File: config.mk
export PLATFORM = sky130hd
export DESIGN_NAME = bmn_scale_unit
export DESIGN_NICKNAME = d
export VERILOG_FILES = /design/src/rtl/bmn_pkg.sv /design/src/rtl/bmn_scale_unit.sv
export SDC_FILE = /design/constraint.sdc
export NUM_CORES = 2
export LEC_CHECK = 0
export BUFFER_PORTS_ARGS = -buffer_cell sky130_fd_sc_hd__buf_2
export CORE_MARGIN = 10
export CORE_UTILIZATION = 40
export CTS_CLUSTER_SIZE = 24
export DETAILED_ROUTE_END_ITERATION = 8
export PLACE_DENSITY = 0.53
export SYNTH_ARGS = -nofsm -noshare
export SYNTH_HDL_FRONTEND = slang
export SYNTH_SLANG_ARGS = --single-unit
File: constraint.sdc
create_clock -name clk -period 26.3 [get_ports clk]
set_clock_uncertainty 0.05 [all_clocks]
set_input_delay 1.315 -clock clk [delete_from_list [all_inputs] [get_ports clk]]
set_output_delay 1.315 -clock clk [all_outputs]
set_load 0.05 [all_outputs]
File: src/rtl/bmn_pkg.sv
// ----------------------------------------------------------------------------
// bmn_pkg
// Shared types, constants and state encodings of the Beeman step block.
// ----------------------------------------------------------------------------
`default_nettype none

package bmn_pkg;

  localparam int DATA_WIDTH       = 32;
  localparam int FRAC_BITS        = 16;
  localparam int IDX_W            = 6;
  localparam int DT_W             = 32;
  localparam int MAX_ELEMENTS_DEF = 64;

  localparam logic [DT_W-1:0] DT_RESET  = 32'h0001_0000;
  localparam logic [63:0]     CLAMP_MAG = 64'h4000_0000_0000_0000;

  localparam logic [1:0] REQ_PRIME = 2'd0;
  localparam logic [1:0] REQ_PRED  = 2'd1;
  localparam logic [1:0] REQ_CORR  = 2'd2;

  typedef logic signed [63:0]           bmn_wide_t;
  typedef logic signed [DATA_WIDTH-1:0] bmn_data_t;

  typedef struct packed {
    logic [1:0]       req_type;
    logic [IDX_W-1:0] element_index;
    bmn_data_t        acceleration;
    bmn_data_t        velocity_in;
    bmn_data_t        position_in;
  } bmn_in_t;

  typedef struct packed {
    bmn_data_t velocity_out;
    bmn_data_t position_out;
    logic      saturated;
  } bmn_out_t;

  typedef struct packed {
    bmn_data_t saved_velocity;
    bmn_data_t current_accel_hist;
    bmn_data_t previous_accel_hist;
  } bmn_hist_t;

  // request to the scaling unit
  typedef struct packed {
    logic start;
    logic half;
    logic div6;
  } bmn_scale_req_t;

  typedef enum logic [2:0] {
    ST_IDLE,
    ST_FETCH,
    ST_DV,
    ST_XT,
    ST_XDOT,
    ST_XP,
    ST_CORR
  } bmn_state_t;

  typedef enum logic [3:0] {
    U_IDLE,
    U_ABS,
    U_MLO,
    U_MHI,
    U_SUM,
    U_CLAMP,
    U_DIVLD,
    U_DIV,
    U_SIGN
  } bmn_ustate_t;

endpackage

`default_nettype wire

File: src/rtl/bmn_scale_unit.sv
// ----------------------------------------------------------------------------
// bmn_scale_unit
// Multi-cycle round(x * dt / 2^s) with clamp, optionally followed by a
// rounded divide by six. One shared 32x32 multiplier, 16 quotient bits a cycle.
// ----------------------------------------------------------------------------
`default_nettype none

module bmn_scale_unit (
  input  logic                        clk,
  input  logic                        rst_n,
  input  bmn_pkg::bmn_scale_req_t     req,
  input  bmn_pkg::bmn_wide_t          x,
  input  logic [bmn_pkg::DT_W-1:0]    dt,
  output logic                        done,
  output bmn_pkg::bmn_wide_t          res
);

  import bmn_pkg::*;

  localparam int          DIV_DIGIT   = 16;
  localparam int          DIV_STEPS   = 64 / DIV_DIGIT;
  localparam int          CNT_W       = $clog2(DIV_STEPS);
  localparam logic [20:0] DIV6_RECIP  = 21'd683;
  localparam int          DIV6_SHIFT  = 12;

  bmn_ustate_t state_r, state_nxt;
  logic        done_r;

  bmn_wide_t   x_r;
  logic        half_r;
  logic        div_r;
  logic        neg_r;
  logic [63:0] mag_r;
  logic [63:0] p0_r;
  logic [63:0] p1_r;
  logic [95:0] acc_r;
  logic [63:0] q_r;
  logic [63:0] dvd_r;
  logic [2:0]  rem_r;
  logic [CNT_W-1:0] cnt_r;
  bmn_wide_t   res_r;

  logic [31:0] mul_a;
  logic [63:0] prod;
  logic [95:0] rnd;
  logic [95:0] shifted;
  logic [63:0] magc;
  logic [10:0] step1, step2;

  // one radix-256 digit of a divide by six: remainder below six in, {q, r} out
  function automatic logic [10:0] div6_step(input logic [2:0] rem, input logic [7:0] dig);
    logic [10:0] num;
    logic [20:0] scaled;
    logic [7:0]  qd;
    logic [10:0] back;
    num    = {rem, dig};
    scaled = 21'(num) * DIV6_RECIP;
    qd     = scaled[DIV6_SHIFT+7:DIV6_SHIFT];
    back   = num - 11'(qd) * 11'd6;
    return {qd, back[2:0]};
  endfunction

  always_comb begin
    state_nxt = state_r;
    case (state_r)
      U_IDLE:  if (req.start) state_nxt = U_ABS;
      U_ABS:   state_nxt = U_MLO;
      U_MLO:   state_nxt = U_MHI;
      U_MHI:   state_nxt = U_SUM;
      U_SUM:   state_nxt = U_CLAMP;
      U_CLAMP: state_nxt = div_r ? U_DIVLD : U_SIGN;
      U_DIVLD: state_nxt = U_DIV;
      U_DIV:   if (cnt_r == CNT_W'(DIV_STEPS - 1)) state_nxt = U_SIGN;
      U_SIGN:  state_nxt = U_IDLE;
      default: state_nxt = U_IDLE;
    endcase
  end

  always_comb begin
    mul_a   = (state_r == U_MHI) ? mag_r[63:32] : mag_r[31:0];
    prod    = mul_a * dt;
    rnd     = half_r ? (96'd1 << FRAC_BITS) : (96'd1 << (FRAC_BITS - 1));
    shifted = half_r ? (acc_r >> (FRAC_BITS + 1)) : (acc_r >> FRAC_BITS);
    magc    = (shifted > {32'd0, CLAMP_MAG}) ? CLAMP_MAG : shifted[63:0];
    step1   = div6_step(rem_r, dvd_r[63:56]);
    step2   = div6_step(step1[2:0], dvd_r[55:48]);
  end

  always_ff @(posedge clk) begin
    if (!rst_n) begin
      state_r <= U_IDLE;
      done_r  <= 1'b0;
    end else begin
      state_r <= state_nxt;
      done_r  <= (state_r == U_SIGN);
    end
  end

  always_ff @(posedge clk) begin
    case (state_r)
      U_IDLE: begin
        if (req.start) begin
          x_r    <= x;
          half_r <= req.half;
          div_r  <= req.div6;
        end
      end
      U_ABS: begin
        neg_r <= x_r[63];
        mag_r <= x_r[63] ? 64'(-x_r) : 64'(x_r);
      end
      U_MLO:   p0_r  <= prod;
      U_MHI:   p1_r  <= prod;
      U_SUM:   acc_r <= {p1_r, 32'd0} + {32'd0, p0_r} + rnd;
      U_CLAMP: q_r   <= magc;
      U_DIVLD: begin
        dvd_r <= q_r + 64'd3;
        rem_r <= 3'd0;
        cnt_r <= '0;
      end
      U_DIV: begin
        q_r   <= {q_r[63-DIV_DIGIT:0], step1[10:3], step2[10:3]};
        rem_r <= step2[2:0];
        dvd_r <= {dvd_r[63-DIV_DIGIT:0], DIV_DIGIT'(0)};
        cnt_r <= cnt_r + CNT_W'(1);
      end
      U_SIGN:  res_r <= neg_r ? -$signed(q_r) : $signed(q_r);
      default: ;
    endcase
  end

  assign done = done_r;
  assign res  = res_r;

endmodule

`default_nettype wire

Word-level counts from Yosys, hierarchy flattened:

Cells that the tools add are included.

* input bits: 101
* word-level logic and storage cells: 60
* register bits after elaboration: 557
* output and inout port bits: 65

* order comparisons: 1
* reduce and logical (&&, ||, !) cells: 5
* equal/unequal tests: 11
* multipliers: 5
* mux-type cells: 14
* add/sub/neg operators: 8

Operators with widths (count)
* 64-bit one-hot mux with 2 select lines: 2
* 64-bit 2-to-1 mux: 2
* 64-bit negator: 2
* 96-bit by 17-bit adder with 96-bit output: 1
* 96-bit by 64-bit adder with 96-bit output: 1
* 80-bit by 63-bit greater-than comparator with 1-bit output (second input constant): 1
* 80-bit 2-to-1 mux: 1
* 64-bit by 2-bit adder with 64-bit output (second input constant): 1
* 32-bit by 32-bit multiplier with 64-bit output: 1
* 63-bit 2-to-1 mux: 1
* 11-bit by 10-bit multiplier with 20-bit output (second input constant): 2
* 32-bit 2-to-1 mux: 1
* 4-bit one-hot mux with 8 select lines: 1
* 17-bit 2-to-1 mux: 1
* 4-bit by 3-bit == test with 1-bit output (second input constant): 4
* 8-bit by 2-bit multiplier with 2-bit output (second input constant): 2
* 4-bit 2-to-1 mux: 3
* 4-bit by 2-bit == test with 1-bit output (second input constant): 2
* 3-bit one-hot mux with 2 select lines: 1
* 3-bit subtractor: 2
* 4-bit by 1-bit == test with 1-bit output (second input constant): 1
* 4-bit == test (second input constant): 1
* 4-bit logical NOT: 1
* 2-bit != test (second input constant): 2
* other kinds (5): 7

Logic depth before layout (Yosys ltp):

* depth after elaboration: 7
* depth in mapped cells: 35
* gate-level depth less buffers: 34

Worst setup path before layout:

OpenSTA, ideal clock, no wires.

* kind: register to register
* start: reg state_r[0]
* end: reg p0_r[60], data pin
* arrival time: 10.210 ns
* period minus slack after synthesis: 10.527 ns
* setup slack: 15.773 ns
* cell stages (with the launch flop): 31
* buffers on the path: 5
* library setup time: 0.266 ns
* required time: 25.984 ns
* path through: dfxtp_1 > clkbuf_1 > and3_1 > clkbuf_1 > clkbuf_1 > mux2_2 > clkbuf_1 > and2_1 > fa_1 > fa_1 > fa_1 > inv_1 > fa_1 > inv_1 > fa_1 > fa_1 > fa_1 > inv_1 > fa_1 > inv_1 > ha_1 > and3_1 > clkbuf_1 > nand2_1 > or4_1 > a211oi_1 > a2111oi_0 > a21oi_1 > a31o_2 > a211oi_1 > xnor2_1

* cells in the longest elaborated chain, start to end: 3

RTL lines
* from (decl): RTL line bmn_scale_unit.sv:26 `bmn_ustate_t state_r, state_nxt;`
* from (signal assigned): RTL line bmn_scale_unit.sv:94 `state_r <= state_nxt;`
* 4-bit by 2-bit == test with 1-bit output: RTL line bmn_scale_unit.sv:80 `mul_a = (state_r == U_MHI) ? mag_r[63:32] : mag_r[31:0];`
* 32-bit 2-to-1 mux: RTL line bmn_scale_unit.sv:80
* 32-bit by 32-bit multiplier with 64-bit output: RTL line bmn_scale_unit.sv:81 `prod = mul_a * dt;`
* net prod[60]: RTL line bmn_scale_unit.sv:44 `logic [63:0] prod;`
* to (signal assigned): RTL line bmn_scale_unit.sv:112 `U_MLO: p0_r <= prod;`
* to (decl): RTL line bmn_scale_unit.sv:34 `logic [63:0] p0_r;`

The timed path passes the listed nets, and every way through them passes these cells.
A chain may end at the register's enable or synchronous reset.

Worst setup path in the final report:

* start: reg state_r[1]
* end: reg p1_r[60], data pin

* cells in the longest elaborated chain, start to end: 3

RTL lines
* 4-bit by 2-bit == test with 1-bit output: RTL line bmn_scale_unit.sv:80
* 32-bit 2-to-1 mux: RTL line bmn_scale_unit.sv:80
* 32-bit by 32-bit multiplier with 64-bit output: RTL line bmn_scale_unit.sv:81
* net prod[60]: RTL line bmn_scale_unit.sv:44
* to (signal assigned): RTL line bmn_scale_unit.sv:113 `U_MHI: p1_r <= prod;`
* to (decl): RTL line bmn_scale_unit.sv:35 `logic [63:0] p1_r;`

The timed path passes the listed nets, and every way through them passes these cells.

==> Flow_metrics.wiki <==
{| class="wikitable"
! Metric !! Value
|-
| Outcome || finished, final reports clean
|-
| Count of final hold-check violations || 0
|-
| Initial core utilization || 0.4030
|-
| Die Height || 414.4 µm
|-
| Final setup margin || 15.81 ns
|-
| Predominant post-synthesis flop cell || edfxtp_1
|-
| Most used cells in the layout excluding fill and tap cells || 1,047 x inv_1, 947 x fa_1, 694 x nand2_1, 606 x and2_1, 521 x edfxtp_1
|-
| Number of DRC markers in iteration 0 || 2,787
|-
| Final period utilization || 0.3988
|-
| Layout cells sized above 1 || 0.06241
|-
| Global-route wire length before repair || 277.5 mm
|-
| Syn Nets || 7,591
|-
| Endpoint arrival time on the critical path || 10.75 ns
|-
| Vias || 42,180
|-
| Number of global-route vias before repair || 44,760
|-
| Depth of the CTS H-tree || 2
|-
| Fin nets || 7,545
|-
| Worst hold margin || 0.4767 ns
|-
| Nature of the critical path startpoint || register
|-
| Unrepaired setup endpoints after global routing || false
|-
| Most frequent standard cell in the layout excluding fill and tap cells || inv_1
|-
| Initial antenna violation count || 9
|-
| Ys Warns || 0
|-
| Critical path data required time || 26.56 ns
|-
| Yosys reg bits || 526
|-
| Cell occurring most often along the worst timing path || fa_1
|-
| FP Rows || 144
|-
| Count of mapped cells out of synthesis || 6,120
|-
| Max-slew headroom || 0.06226
|-
| First-pass DRT Iterations || 5
|-
| Number of buffers on the longest clock path || 3
|-
| DPL Wire Length || 140.9 mm
|-
| Resize count post-CTS || 0
|-
| Placer Congestion || 0.8854
|-
| Master cell of the clock root buffer || clkbuf_16
|-
| Met1 layer wirelength in the final routing || 77.10 mm
|-
| EDFF count, synth || 521
|-
| Post-synthesis cell area || 62,220 µm²
|-
| Amount of wire on met3 after detailed routing || 8.703 mm
|-
| Classification of the worst setup path || register to register
|-
| Final count of pins violating max slew || 0
|-
| TritonCTS clock tree || yes
|-
| Count of antenna-violating nets left after detailed routing || 0
|-
| Synthesis-to-finish area growth || 7.225%
|-
| Setup TNS || 0 ns
|-
| Core footprint || 154,400 µm²
|-
| Sequential fraction of the synthesis area || 0.2530
|-
| Vias per cell || 5.163
|-
| Highest Clock Rate || 0.09534 GHz
|-
| Hold Buf Count CTS || 0
|-
| Remaining DRCs || 0
|-
| Total global routing overflow || 0
|-
| Path class of the lowest-slack min-delay path || register to register
|-
| DP Area || 64,820 µm²
|-
| Boundary Pins || 166
|-
| Mean routed wirelength per cell || 22.01 µm
|-
| Setup fix buffers added after clock tree synthesis || 0
|-
| CP bufs+invs || 5
|-
| Pin count of the biggest net entering global routing || 83
|-
| Post-route minimum period || 10.49 ns
|-
| Max-capacitance violation count || 0
|-
| Top Family by Delay on Critical Path || adder cells
|-
| Horizontal die dimension || 414.4 µm
|-
| Slew of the pin with the lowest slew margin || 1.371 ns
|-
| Met2 WL post-DR || 89.14 mm
|-
| Total of buffers placed on input and output ports || 165
|-
| Maximum fanout count along the critical path || 42
|-
| Clk pin slew, worst setup/hold paths || 0.06 ns
|-
| Slowest library cell on the worst path || a2111oi_0
|-
| Routed WL || 179.8 mm
|-
| Count of endpoints failing setup in the final report || 0
|-
| Worst skew pair latency || 0.64 ns
|-
| Fraction of synthesis flops using an asynchronous set or reset pin || 0
|-
| Endpoint kind of the worst setup timing path || register
|-
| DIE AREA || 171,700 µm²
|-
| Final instance area || 66,720 µm²
|-
| Place WS || 16.02 ns
|-
| GRT Total Usage || 0.2074
|-
| Mean area per synthesized cell || 10.17 µm²
|-
| Count of cell types in the netlist || 77
|-
| Number of sinks handled by clock tree synthesis || 526
|-
| CP max stage delay || 1.18 ns
|-
| Number of CTS-inserted buffers || 56
|-
| Top layer used by detailed routing || met5
|}
## stage by stage
step | util | cells
after global placement | 0.4198 | 8060
after CTS | 0.4320 | 8165
final | 0.4321 | 8169
after floorplan | - | 6120
after detailed placement | 0.4198 | 8060
after global routing | 0.4321 | 8167
## Yosys cell counts (63+ instances only)
cell | number | area, µm²
nor2_1 | 118 | 442.9
o21ai_0 | 198 | 991.0
edfxtp_1 | 521 | 15650
and2_1 | 610 | 3816
xnor2_1 | 249 | 2181
fa_1 | 947 | 18960
xor2_1 | 99 | 867.1
a21oi_1 | 127 | 635.6
nand3_1 | 77 | 385.4
clkbuf_1 | 315 | 1182
mux2i_1 | 63 | 630.6
ha_1 | 423 | 5293
a21o_1 | 74 | 555.5
nand2_1 | 694 | 2605
inv_1 | 1047 | 3930
## registers in the layout, indices dropped and copies added, names as in the netlist, 3 cells and up
register and count:
acc_r 80, dvd_r 64, mag_r 64, p0_r 49, p1_r 64, q_r 64
rem_r 3, res 64, state_r 4, x_r 64
## worst paths after layout
check	from	to	slack [ns]	depth (start not counted)
hold reg to reg	dvd_r[25]	dvd_r[41]	0.48	2
setup reg to reg	state_r[1]	p1_r[60]	15.81	26
setup / recovery	state_r[1]	p1_r[60]	15.81	26
hold / removal	dvd_r[25]	dvd_r[41]	0.48	2
## metal layers
layer / global-route usage / up-vias
li1: - / 19370
met1: 0.2721 / 21570
met2: 0.3621 / 1032
met3: 0.02813 / 204
met4: 0.04805 / 2
met5: 0 / -
## final cells by class
type                       count  area, µm²
clock buffer                  65       1435
timing repair buffer         222       1254
sequential                   526      15750
clock inverter                40      450.4
fill                       14930      87690
multi-input combinational   4220      41330
tap                         2044       2557
antenna                        4      10.01
inverter                    1048       3934
## worst min-delay path, cell delays in order, from the launching register on
cell	delay, ns
edfxtp_1	0.32
nand2_1	0.04
o21ai_0	0.06
## cell families (layout without fill, tap and decap cells)
family / count (synthesis) / count (layout) / synth area share
buffers and inverters: 1374 / 1375 / 0.08315
and+or+nand+nor: 1811 / 1811 / 0.1489
DFF: 526 / 526 / 0.2530
other: 0 / 4 / 0
adders and majority gates: 1370 / 1370 / 0.3897
AOI/OAI and AO/OA: 596 / 596 / 0.06032
xor gates and xnor gates: 348 / 348 / 0.04898
muxes: 95 / 95 / 0.01593
Power is left out: the tool's default activity adds up to more than one toggle a clock period on the data nets, which glitch-free logic cannot reach.
